## config.mk

```make
export PLATFORM = sky130hd
export DESIGN_NAME = calibration_frame_receiver
export DESIGN_NICKNAME = d
export VERILOG_FILES = /design/src/cfr_pkg.sv /design/src/cfr_frame_ram.sv /design/src/cfr_crc16.sv /design/src/calibration_frame_receiver.sv
export SDC_FILE = /design/constraint.sdc
export NUM_CORES = 1
export LEC_CHECK = 0
export BUFFER_PORTS_ARGS = -buffer_cell sky130_fd_sc_hd__buf_2
export CAP_MARGIN = 40
export CORE_ASPECT_RATIO = 0.8
export CORE_MARGIN = 3
export CORE_UTILIZATION = 35
export CTS_CLUSTER_SIZE = 28
export DETAILED_ROUTE_END_ITERATION = 8
export PLACE_DENSITY_LB_ADDON = 0.15
export SYNTH_ARGS = -nofsm -noshare
export SYNTH_HDL_FRONTEND = slang
export SYNTH_SLANG_ARGS = --single-unit
```

## constraint.sdc

```tcl
create_clock -name i_clk -period 4.8 [get_ports i_clk]
set_clock_uncertainty 0.2 [all_clocks]
set_input_delay 0.96 -clock i_clk [delete_from_list [all_inputs] [get_ports i_clk]]
set_output_delay 0.96 -clock i_clk [all_outputs]
set_load 0.05 [all_outputs]
```

## src/cfr_pkg.sv

```systemverilog
`default_nettype none

package cfr_pkg;

    localparam int PAYLOAD_WORDS_DEF = 16;
    localparam int BYTE_W            = 8;
    localparam int WORD_W            = 32;
    localparam int WORD_INDEX_W      = 4;
    localparam int CRC_W             = 16;

    localparam logic [BYTE_W-1:0] SYNC_A   = 8'd117;
    localparam logic [BYTE_W-1:0] SYNC_B   = 8'd84;
    localparam logic [CRC_W-1:0]  CRC_POLY = 16'hA001;
    localparam logic [CRC_W-1:0]  CRC_INIT = 16'hFFFF;

    typedef enum logic [3:0] {
        S_IDLE,
        S_CRC,
        S_CRC_END,
        S_CHECK,
        S_EMIT_RD,
        S_EMIT_WAIT,
        S_EMIT_PUSH,
        S_SEARCH,
        S_SEARCH_END,
        S_RESOLVE,
        S_MOVE,
        S_MOVE_END
    } t_state;

    typedef struct packed {
        logic init;
        logic en;
    } t_crc_ctl;

    // Reflected CRC-16 update over one byte, LSB first.
    function automatic logic [CRC_W-1:0] crc16_byte(
        input logic [CRC_W-1:0]  c_in,
        input logic [BYTE_W-1:0] v
    );
        logic [CRC_W-1:0] c;
        c = c_in ^ {{(CRC_W-BYTE_W){1'b0}}, v};
        for (int k = 0; k < BYTE_W; k++) begin
            if (c[0]) begin
                c = (c >> 1) ^ CRC_POLY;
            end else begin
                c = c >> 1;
            end
        end
        return c;
    endfunction

endpackage

`default_nettype wire

```

## src/cfr_frame_ram.sv

```systemverilog
`default_nettype none

module cfr_frame_ram #(
    parameter int DEPTH = 68,
    parameter int AW    = $clog2(DEPTH)
) (
    input  wire logic                      i_clk,
    input  wire logic                      i_we,
    input  wire logic [AW-1:0]             i_waddr,
    input  wire logic [cfr_pkg::BYTE_W-1:0] i_wdata,
    input  wire logic [AW-1:0]             i_raddr,
    output logic      [cfr_pkg::BYTE_W-1:0] o_rdata
);

    logic [cfr_pkg::BYTE_W-1:0] r_mem [DEPTH];
    logic [cfr_pkg::BYTE_W-1:0] r_rdata;

    always_ff @(posedge i_clk) begin
        if (i_we) begin
            r_mem[i_waddr] <= i_wdata;
        end
        r_rdata <= r_mem[i_raddr];
    end

    assign o_rdata = r_rdata;

endmodule

`default_nettype wire

```

## src/cfr_crc16.sv

```systemverilog
`default_nettype none

module cfr_crc16 (
    input  wire logic                       i_clk,
    input  wire cfr_pkg::t_crc_ctl          i_ctl,
    input  wire logic [cfr_pkg::BYTE_W-1:0] i_byte,
    output logic                            o_zero
);

    logic [cfr_pkg::CRC_W-1:0] r_crc;
    logic [cfr_pkg::CRC_W-1:0] n_crc;

    always_comb begin
        n_crc = r_crc;
        if (i_ctl.init) begin
            n_crc = cfr_pkg::CRC_INIT;
        end else if (i_ctl.en) begin
            n_crc = cfr_pkg::crc16_byte(r_crc, i_byte);
        end
    end

    always_ff @(posedge i_clk) begin
        r_crc <= n_crc;
    end

    assign o_zero = (r_crc == '0);

endmodule

`default_nettype wire

```

## src/calibration_frame_receiver.sv

```systemverilog
// Calibration frame receiver.
// Input channel: one byte per request on i_valid / i_rx_byte, taken when
// o_stall is low. Output channel: one payload word per request on o_valid
// with o_word_index, o_word_value and o_last_word, taken when i_stall is low.
// Bytes are stored in a frame RAM with one write and one registered read
// port. A byte that does not complete a frame is taken without raising
// o_stall. The byte that completes a frame starts passes over the RAM:
//   CRC check: reads all FRAME_LEN bytes, one per cycle (FRAME_LEN = 4*PAYLOAD_WORDS + 4).
//   Good frame: then 4 RAM reads per word, and each word waits out any stall.
//   Bad frame: search bytes 2 on for a sync pair, one read per cycle, then
//   move the FRAME_LEN - i tail bytes down when one is found at i.
// o_stall is high for the whole pass. The last word sits in an output
// register, so new bytes are taken while it waits. A stall on the output
// holds the word and pauses the emission. Reset empties the frame and
// drops any pending word; RAM contents need no clearing since a byte is
// always written before it is read.
`default_nettype none

module calibration_frame_receiver #(
    parameter int PAYLOAD_WORDS = cfr_pkg::PAYLOAD_WORDS_DEF
) (
    input  wire logic                             i_clk,
    input  wire logic                             i_rst_n,
    input  wire logic                             i_valid,
    input  wire logic [cfr_pkg::BYTE_W-1:0]       i_rx_byte,
    output logic                                  o_stall,
    output logic                                  o_valid,
    output logic [cfr_pkg::WORD_INDEX_W-1:0]      o_word_index,
    output logic [cfr_pkg::WORD_W-1:0]            o_word_value,
    output logic                                  o_last_word,
    input  wire logic                             i_stall
);

    localparam int FRAME_LEN = 4 * PAYLOAD_WORDS + 4;
    localparam int AW        = $clog2(FRAME_LEN);
    localparam int FW        = $clog2(FRAME_LEN + 1);
    localparam int KW        = $clog2(PAYLOAD_WORDS + 1);
    localparam int BW        = cfr_pkg::BYTE_W;
    localparam int WW        = cfr_pkg::WORD_W;
    localparam int IW        = cfr_pkg::WORD_INDEX_W;

    cfr_pkg::t_state r_state, n_state;

    logic [FW-1:0] r_fill,   n_fill;
    logic [AW-1:0] r_ptr,    n_ptr;
    logic [AW-1:0] r_dst,    n_dst;
    logic [AW-1:0] r_base,   n_base;
    logic [AW-1:0] r_rd_addr, n_rd_addr;
    logic          r_rd_vld, n_rd_vld;
    logic          r_prev_a, n_prev_a;
    logic          r_found,  n_found;
    logic [1:0]    r_b,      n_b;
    logic [KW-1:0] r_k,      n_k;
    logic [WW-1:0] r_acc,    n_acc;

    logic          r_out_valid, n_out_valid;
    logic [IW-1:0] r_out_idx,   n_out_idx;
    logic [WW-1:0] r_out_word,  n_out_word;
    logic          r_out_last,  n_out_last;

    logic          ram_we;
    logic [AW-1:0] ram_waddr;
    logic [BW-1:0] ram_wdata;
    logic [AW-1:0] ram_raddr;
    logic [BW-1:0] ram_rdata;

    cfr_pkg::t_crc_ctl crc_ctl;
    logic              crc_zero;

    logic          in_acc;
    logic          out_free;
    logic [KW+IW-1:0] k_ext;

    cfr_frame_ram #(
        .DEPTH (FRAME_LEN),
        .AW    (AW)
    ) u_ram (
        .i_clk   (i_clk),
        .i_we    (ram_we),
        .i_waddr (ram_waddr),
        .i_wdata (ram_wdata),
        .i_raddr (ram_raddr),
        .o_rdata (ram_rdata)
    );

    cfr_crc16 u_crc (
        .i_clk  (i_clk),
        .i_ctl  (crc_ctl),
        .i_byte (ram_rdata),
        .o_zero (crc_zero)
    );

    assign in_acc   = i_valid && (r_state == cfr_pkg::S_IDLE);
    assign out_free = !r_out_valid || !i_stall;
    assign k_ext    = {{IW{1'b0}}, r_k};

    always_comb begin
        n_state     = r_state;
        n_fill      = r_fill;
        n_ptr       = r_ptr;
        n_dst       = r_dst;
        n_base      = r_base;
        n_rd_addr   = r_ptr;
        n_rd_vld    = 1'b0;
        n_prev_a    = r_prev_a;
        n_found     = r_found;
        n_b         = r_b;
        n_k         = r_k;
        n_acc       = r_rd_vld ? {ram_rdata, r_acc[WW-1:BW]} : r_acc;
        n_out_valid = r_out_valid && i_stall;
        n_out_idx   = r_out_idx;
        n_out_word  = r_out_word;
        n_out_last  = r_out_last;

        ram_we      = 1'b0;
        ram_waddr   = r_fill[AW-1:0];
        ram_wdata   = i_rx_byte;
        ram_raddr   = r_ptr;

        crc_ctl.init = 1'b0;
        crc_ctl.en   = r_rd_vld && (r_state == cfr_pkg::S_CRC ||
                                    r_state == cfr_pkg::S_CRC_END);

        // Search bookkeeping: track a 117,84 pair and the last byte seen.
        if (r_rd_vld && (r_state == cfr_pkg::S_SEARCH ||
                         r_state == cfr_pkg::S_SEARCH_END)) begin
            if (r_prev_a && ram_rdata == cfr_pkg::SYNC_B && !r_found) begin
                n_found = 1'b1;
                n_base  = r_rd_addr - AW'(1);
            end
            n_prev_a = (ram_rdata == cfr_pkg::SYNC_A);
        end

        // Move: write each byte from the registered read port to the next low slot.
        if (r_rd_vld && (r_state == cfr_pkg::S_MOVE ||
                         r_state == cfr_pkg::S_MOVE_END)) begin
            ram_we    = 1'b1;
            ram_waddr = r_dst;
            ram_wdata = ram_rdata;
            n_dst     = r_dst + AW'(1);
        end

        case (r_state)
            cfr_pkg::S_IDLE: begin
                if (in_acc) begin
                    if (r_fill == FW'(0) && i_rx_byte != cfr_pkg::SYNC_A) begin
                        n_fill = r_fill;
                    end else if (r_fill == FW'(1) && i_rx_byte != cfr_pkg::SYNC_B) begin
                        n_fill = '0;
                    end else begin
                        ram_we = 1'b1;
                        n_fill = r_fill + FW'(1);
                        if (r_fill == FW'(FRAME_LEN - 1)) begin
                            n_ptr        = '0;
                            crc_ctl.init = 1'b1;
                            n_state      = cfr_pkg::S_CRC;
                        end
                    end
                end
            end
            cfr_pkg::S_CRC: begin
                n_rd_vld = 1'b1;
                n_ptr    = r_ptr + AW'(1);
                if (r_ptr == AW'(FRAME_LEN - 1)) begin
                    n_state = cfr_pkg::S_CRC_END;
                end
            end
            cfr_pkg::S_CRC_END: begin
                n_state = cfr_pkg::S_CHECK;
            end
            cfr_pkg::S_CHECK: begin
                n_ptr = AW'(2);
                if (crc_zero) begin
                    n_b     = '0;
                    n_k     = '0;
                    n_state = cfr_pkg::S_EMIT_RD;
                end else begin
                    n_prev_a = 1'b0;
                    n_found  = 1'b0;
                    n_state  = cfr_pkg::S_SEARCH;
                end
            end
            cfr_pkg::S_EMIT_RD: begin
                n_rd_vld = 1'b1;
                n_ptr    = r_ptr + AW'(1);
                n_b      = r_b + 2'd1;
                if (r_b == 2'd3) begin
                    n_state = cfr_pkg::S_EMIT_WAIT;
                end
            end
            cfr_pkg::S_EMIT_WAIT: begin
                n_state = cfr_pkg::S_EMIT_PUSH;
            end
            cfr_pkg::S_EMIT_PUSH: begin
                if (out_free) begin
                    n_out_valid = 1'b1;
                    n_out_idx   = k_ext[IW-1:0];
                    n_out_word  = r_acc;
                    n_out_last  = (r_k == KW'(PAYLOAD_WORDS - 1));
                    if (r_k == KW'(PAYLOAD_WORDS - 1)) begin
                        n_fill  = '0;
                        n_state = cfr_pkg::S_IDLE;
                    end else begin
                        n_k     = r_k + KW'(1);
                        n_state = cfr_pkg::S_EMIT_RD;
                    end
                end
            end
            cfr_pkg::S_SEARCH: begin
                n_rd_vld = 1'b1;
                n_ptr    = r_ptr + AW'(1);
                if (r_ptr == AW'(FRAME_LEN - 1)) begin
                    n_state = cfr_pkg::S_SEARCH_END;
                end
            end
            cfr_pkg::S_SEARCH_END: begin
                n_state = cfr_pkg::S_RESOLVE;
            end
            cfr_pkg::S_RESOLVE: begin
                if (r_found) begin
                    n_fill  = FW'(FRAME_LEN) - FW'(r_base);
                    n_ptr   = r_base;
                    n_dst   = '0;
                    n_state = cfr_pkg::S_MOVE;
                end else if (r_prev_a) begin
                    // keep the trailing sync byte as the start of a new frame
                    ram_we    = 1'b1;
                    ram_waddr = '0;
                    ram_wdata = cfr_pkg::SYNC_A;
                    n_fill    = FW'(1);
                    n_state   = cfr_pkg::S_IDLE;
                end else begin
                    n_fill  = '0;
                    n_state = cfr_pkg::S_IDLE;
                end
            end
            cfr_pkg::S_MOVE: begin
                n_rd_vld = 1'b1;
                n_ptr    = r_ptr + AW'(1);
                if (r_ptr == AW'(FRAME_LEN - 1)) begin
                    n_state = cfr_pkg::S_MOVE_END;
                end
            end
            cfr_pkg::S_MOVE_END: begin
                n_state = cfr_pkg::S_IDLE;
            end
            default: begin
                n_fill  = '0;
                n_state = cfr_pkg::S_IDLE;
            end
        endcase
    end

    always_ff @(posedge i_clk) begin
        if (!i_rst_n) begin
            r_state     <= cfr_pkg::S_IDLE;
            r_fill      <= '0;
            r_rd_vld    <= 1'b0;
            r_out_valid <= 1'b0;
        end else begin
            r_state     <= n_state;
            r_fill      <= n_fill;
            r_rd_vld    <= n_rd_vld;
            r_out_valid <= n_out_valid;
        end
    end

    always_ff @(posedge i_clk) begin
        r_ptr      <= n_ptr;
        r_dst      <= n_dst;
        r_base     <= n_base;
        r_rd_addr  <= n_rd_addr;
        r_prev_a   <= n_prev_a;
        r_found    <= n_found;
        r_b        <= n_b;
        r_k        <= n_k;
        r_acc      <= n_acc;
        r_out_idx  <= n_out_idx;
        r_out_word <= n_out_word;
        r_out_last <= n_out_last;
    end

    assign o_stall      = (r_state != cfr_pkg::S_IDLE);
    assign o_valid      = r_out_valid;
    assign o_word_index = r_out_idx;
    assign o_word_value = r_out_word;
    assign o_last_word  = r_out_last;

endmodule

`default_nettype wire

```

==> results of run 1 <==
metrics by stage:
step	hold WS [ns]	util [%]	area [um^2]
floorplan	0.143	-	27200
global placement	0.201	38.2	29100
detailed placement	0.205	38.4	29200
CTS	0.220	41.5	31600
global route	0.227	41.5	31600
finish	0.218	41.5	31600
state kept, by name, indices dropped and copies added (netlist names), 5 cells and up:
signal,cells
r_acc,32
u_crc.r_crc,16
r_rd_addr,7
o_word_value,32
r_k,5
r_dst,7
n_rd_addr,7
u_ram.r_mem,544
r_fill,7
u_ram.o_rdata,8
r_base,7
final timing paths:
check            from                 end  slack, ns
max reg2reg  r_rd_vld  u_ram.r_mem[19][6]       1.01
max          r_rd_vld  u_ram.r_mem[19][6]       1.01
min          r_acc[0]     o_word_value[0]       0.22
min reg2reg  r_acc[0]     o_word_value[0]       0.22
routing by layer:
metal	vias up	wire length (um)	track usage, %
met1	7320	31800	24.5
met5	-	0	0
met4	0	1370	4.14
met3	99	3950	3.80
li1	6062	-	-
met2	440	29500	24.7
Yosys cell counts (17+ instances only):
master                     instances
sky130_fd_sc_hd__edfxtp_1        634
sky130_fd_sc_hd__mux4_2          152
sky130_fd_sc_hd__nor2_1          116
sky130_fd_sc_hd__nand2_1          78
sky130_fd_sc_hd__dfxtp_1          53
sky130_fd_sc_hd__mux2i_1          28
sky130_fd_sc_hd__nand3_1          28
sky130_fd_sc_hd__buf_2            26
sky130_fd_sc_hd__inv_1            26
sky130_fd_sc_hd__xnor2_1          26
sky130_fd_sc_hd__a211oi_1         25
sky130_fd_sc_hd__clkbuf_1         18
sky130_fd_sc_hd__o21ai_0          18
sky130_fd_sc_hd__a22oi_1          17
report_power, final:
| part | switching [W] | internal (W) |
|---|---|---|
| registers | 0.000286 | 0.00681 |
| clock network | 0.00227 | 0.00326 |
| logic | 0.00245 | 0.00209 |
| total | 0.00501 | 0.0122 |
worst register-to-register path, stage by stage (launching register included):
cell,delay [ns]
sky130_fd_sc_hd__dfxtp_2,0.61
sky130_fd_sc_hd__buf_4,0.38
sky130_fd_sc_hd__nand4b_1,0.51
sky130_fd_sc_hd__o211ai_2,0.41
sky130_fd_sc_hd__nand3_1,0.57
sky130_fd_sc_hd__nor2_1,0.75
layout by cell type (no fill, tap or decap), drive strengths merged, types with 23 or more instances in the layout:
cell / synthesis / routed
dfxtp: 53 / 53
inv: 26 / 28
buf: 50 / 143
mux2i: 29 / 29
nand3: 28 / 28
xnor2: 27 / 27
o21ai: 23 / 23
clkbuf: 19 / 99
mux4: 152 / 152
a211oi: 25 / 25
nor2: 117 / 117
edfxtp: 634 / 634
nand2: 78 / 78
cells by family (layout without fill, tap and decap cells):
group                      after synthesis  count (layout)  synth area share, %
DFF                                    687             687                 74.0
and+or+nand+nor                        295             295                 5.05
muxes                                  182             182                 13.7
AOI/OAI and AO/OA                      121             121                 3.24
buffers and inverters                   95             298                 1.81
xor gates and xnor gates                47              47                 1.70
adders and majority gates               10              10                0.461
layout make-up:
| class | instances | area share [%] |
|---|---|---|
| Tap cell | 1012 | 4.01 |
| Sequential cell | 687 | 63.7 |
| Timing Repair Buffer | 143 | 3.61 |
| Inverter | 26 | 0.309 |
| Clock buffer | 99 | 6.38 |
| Multi-Input combinational cell | 655 | 21.0 |
| Clock inverter | 30 | 0.991 |
==> run metrics, run 1 <==
aggregate routed wire length roughly 67 mm; core footprint around 0.076 mm^2; depth of the critical timing path with buffers and inverters included 5; post-synthesis sequential element count 687; slew at the pin closest to its max-slew limit 0.838 ns; first-iteration detailed-routing DRC count 1283; clock latency on the worst-skew pair 0.61 ns; Root Buffer sky130_fd_sc_hd__clkbuf_16; total via count after detailed routing roughly 14000; cell area after synthesis between 0.02 and 0.03 mm^2; routability cong. just over 0.8; post-detailed-route DRC marker count 0; Inserted Clock Buffers 70; power per standard cell area between 500 and 600 mW/mm^2; setup violation total in the final timing report 0; estimated wirelength of the detail-placed design between 40 and 50 mm; sequential area share after synthesis between 70 and 80%; via count of the first global-routing pass 14100; tightest slew margin relative to the limit between 40 and 50%; async set-reset flop share out of synthesis 0%; Die H ~260 um; buffer depth of the longest clock path 3; portion of synthesized cell area occupied by the leading cell type 70.1%; combined area of the multi-input logic cells between 0.006 and 0.007 mm^2; remaining antenna violation count 0; number of buffer and inverter instances along the worst setup path 1; area leader, netlist sky130_fd_sc_hd__edfxtp_1; data required time of the worst path between 4 and 5 ns; LEAKAGE between 10 and 15 nW; Placed Instances ~2500; Pre-antenna DRT Iters 5; clk sink count 687; global-route wire length before repair approximately 98 mm; ranking of synthesized cells by area sky130_fd_sc_hd__edfxtp_1 70%, sky130_fd_sc_hd__mux4_2 13%, sky130_fd_sc_hd__dfxtp_1 3.9%; syn avg cell area 18.9 um^2; area growth from synthesis to layout 16.3%; upper clock frequency limit roughly 0.26 GHz; critical path endpoint category register; number of diodes added for antenna fixing 0; hold bufs inserted after CTS 0; data arrival time at the worst-slack endpoint around 3.8 ns; via/cell ratio about 5.2; fill cell count 6813; Worst Reg-to-Reg Cells 5; GRT Total Usage between 10% and 20%; peak ir drop on the vdd network a little over 500 uV; CP max FO 19; cell depth of the worst hold path 0; IO Port Bufs 50; type of the setup path with the least slack register to register; min setup slack post-route a little over 1 ns; type of the worst min-delay path register to register; average routed wire per standard cell 25.1 um; Storage cell area about 0.02 mm^2; layout net count ~1600; layout cells sized above 1 25.9%; sum of overflow across all layers after global routing 0; total setup buffers inserted after CTS 0; EDFF count, synth 634; initial standard-cell utilization of the core between 30% and 40%; overall die area approximately 0.081 mm^2; Syn. warnings 0; slowest cell on the critical path sky130_fd_sc_hd__nor2_1; kind of cell adding the most delay to the critical path simple AND/OR/NAND/NOR gates; Final Max Slew Viols 0; unrepaired setup endpoints after global routing false; # Max-Cap Violations 0; count of cells resized by post-cts repair 0; Rows 90; count of H-tree levels built during CTS 3; primary flip-flop cell chosen by synthesis mapping sky130_fd_sc_hd__edfxtp_1; horizontal die dimension 317 um; final worst-path cycle share 79.1%; cells along the critical path buf_4 -> nand4b_1 -> o211ai_2 -> nand3_1 -> nor2_1; TNS Setup 0 ns; Clk pin slew, worst setup/hold paths 0.06 ns; TritonCTS clock tree built; final worst path period need around 3.8 ns; post-layout instance count excluding filler cells 2652; worst slack at placement ~0.47 ns; final hold violation count 0; number of instances in the synthesized netlist 1437; kind of launch point of the worst setup path register; I/O pin cnt 51; total power draw between 0.015 and 0.02 W; stage delay of the slowest cell on the critical path 0.75 ns; total nets after synthesis roughly 1500; result of the run complete, no violations; antenna violations before repair 0; largest net degree at the start of global routing between 70 and 80; distinct cell type count of the synthesized netlist 68
Power figures use the tool's default switching activity.
==> run 2, diff against run 1 <==
==> constraint.sdc (replaced) <==
create_clock -name i_clk -period 3.36 [get_ports i_clk]
set_clock_uncertainty 0.2 [all_clocks]
set_input_delay 0.672 -clock i_clk [delete_from_list [all_inputs] [get_ports i_clk]]
set_output_delay 0.672 -clock i_clk [all_outputs]
set_load 0.05 [all_outputs]
==> run 2 against run 1 <==
Effect of this change: sequential share of layout area decreased by 0.54 points; final cell count is 1.7% higher; clock power grew 31%; die area unchanged; final area is 0.86% higher; utilization increased by 0.36 points; sequential power increased by 41%; setup slack worse by 0.66 ns.
==> run metrics, run 2 (same netlist as run 1, synthesis figures left out) <==
result of the run complete, no violations; TritonCTS clock tree built; overall die area 0.0810 mm^2 (unchanged); initial standard-cell utilization of the core 35.7% (unchanged); Pre-antenna DRT Iters 5 (unchanged); utilization of the core after routing 41.8% (+0.36 points); flip-flop count of the largest register after layout 544 (unchanged); hold bufs inserted after CTS 0 (unchanged); routability cong. 0.823 (about the same); sum of overflow across all layers after global routing 0 (unchanged); total setup buffers inserted after CTS 0 (unchanged); CP max FO 14 (-5); post-layout instance count excluding filler cells 2698 (+1.7%); final worst path period need 3.02 ns (-0.777 ns); top library cells by usage in the layout, fill and taps aside 634 x sky130_fd_sc_hd__edfxtp_1, 152 x sky130_fd_sc_hd__mux4_2, 126 x sky130_fd_sc_hd__buf_4; first-iteration detailed-routing DRC count 1205 (-6.1%); setup violation total in the final timing report 0 (unchanged); type of the setup path with the least slack register to register; most common cell after layout, fill and taps aside sky130_fd_sc_hd__edfxtp_1; slew at the pin closest to its max-slew limit 0.843 ns (+0.00523 ns); critical path endpoint category register; Placed Instances 2579 (+2.2%); Rows 90 (unchanged); global-route wire length before repair 96.2 mm (-1.8%); post-detailed-route DRC marker count 0 (unchanged); GRT Total Usage 16.1% (-0.42 points); type of the worst min-delay path register to register; kind of launch point of the worst setup path register; clk sink count 687 (unchanged); buffer depth of the longest clock path 3 (unchanged); clock latency on the worst-skew pair 0.61 ns (about the same); via/cell ratio 5.18 (-1.3%); layout cells sized above 1 27.8% (+1.9 points); Die H 255 um (unchanged); IO Port Bufs 50 (unchanged); layout net count 1659 (+3.4%); antenna violations before repair 0 (unchanged); average routed wire per standard cell 24.2 um (-3.5%); # Max-Cap Violations 0 (unchanged); I/O pin cnt 51 (unchanged); Clk pin slew, worst setup/hold paths 0.06 ns (about the same); register bank with the most flops u_ram.r_mem; data required time of the worst path 3.47 ns (-1.36 ns); upper clock frequency limit 0.331 GHz (+26%); remaining antenna violation count 0 (unchanged); core footprint 0.0761 mm^2 (unchanged); estimated wirelength of the detail-placed design 42.3 mm (+0.60%); total via count after detailed routing 14000 (+0.45%); Root Buffer sky130_fd_sc_hd__clkbuf_16; Final Max Slew Viols 0 (unchanged); final hold violation count 0 (unchanged); via count of the first global-routing pass 14000 (-0.50%); power per standard cell area 761 mW/mm^2 (+40%); tightest slew margin relative to the limit 43.8% (-0.35 points); peak ir drop on the vdd network 533 uV (+3.3%); final worst-path cycle share 89.8% (+11 points); fill cell count 6851 (+0.56%); horizontal die dimension 317 um (unchanged); data arrival time at the worst-slack endpoint 3.13 ns (-0.70 ns); number of diodes added for antenna fixing 0 (unchanged); count of cells resized by post-cts repair 0 (unchanged); count of H-tree levels built during CTS 3 (unchanged); Inserted Clock Buffers 68 (-2.9%); LEAKAGE 10.4 nW (+1.9%); aggregate routed wire length 65.3 mm (-1.8%); largest net degree at the start of global routing 69 (-8.0%); area growth from synthesis to layout 17.3%; unrepaired setup endpoints after global routing false
## run 2: worst paths after layout
check,startpoint,end,slack [ns],cells after the start
worst max-delay path,r_state[3],u_ram.r_mem[41][6],0.34,8
worst min-delay path,r_acc[5],o_word_value[5],0.21,0
worst max register to register,r_state[3],u_ram.r_mem[41][6],0.34,8
worst min register to register,r_acc[5],o_word_value[5],0.21,0
## run 2: per-stage QoR
stage | worst slack, ns | hold WS [ns] | total power, W | TNS [ns] | cell area, um^2
floorplan | 0.0404 | 0.143 | 0.0150 | 0 | 27200
global placement | -0.146 | 0.202 | 0.0173 | -16.99 | 29700
detailed placement | -0.156 | 0.205 | 0.0173 | -18.08 | 29800
CTS | 0.357 | 0.175 | 0.0246 | 0 | 31900
global route | 0.150 | 0.213 | 0.0253 | 0 | 31900
finish | 0.342 | 0.207 | 0.0242 | 0 | 31900
## run 2: layout make-up
cell class / count / area [um^2] / area share (%)
Clock inverter: 32 / 233 / 0.731
Clock buffer: 87 / 1860 / 5.83
Timing Repair Buffer: 199 / 1650 / 5.19
Multi-Input combinational cell: 655 / 6650 / 20.9
Tap cell: 1012 / 1270 / 3.98
Inverter: 26 / 97.6 / 0.306
Sequential cell: 687 / 20100 / 63.1
## run 2: power by group
group	switching, W	internal, W	total [W]
clock network	0.00316	0.00407	0.00723
registers	0.000315	0.00973	0.0100
logic	0.00371	0.00326	0.00696
total	0.00718	0.0171	0.0242
## run 2: worst max-delay path, stage by stage (launching register included)
cell                      delay, ns
sky130_fd_sc_hd__dfxtp_1       0.43
sky130_fd_sc_hd__and4b_1       0.51
sky130_fd_sc_hd__buf_4         0.29
sky130_fd_sc_hd__a21oi_1       0.15
sky130_fd_sc_hd__nor2_2        0.28
sky130_fd_sc_hd__nand4_1       0.25
sky130_fd_sc_hd__buf_4         0.25
sky130_fd_sc_hd__nor2_1        0.13
sky130_fd_sc_hd__buf_4         0.22
## run 2: per-layer routing
layer / global-route usage (%) / routed length [um]
met3: 3.21 / 3470
met2: 23.7 / 29000
met4: 4.50 / 1490
met1: 24.4 / 31400
met5: 0 / 0
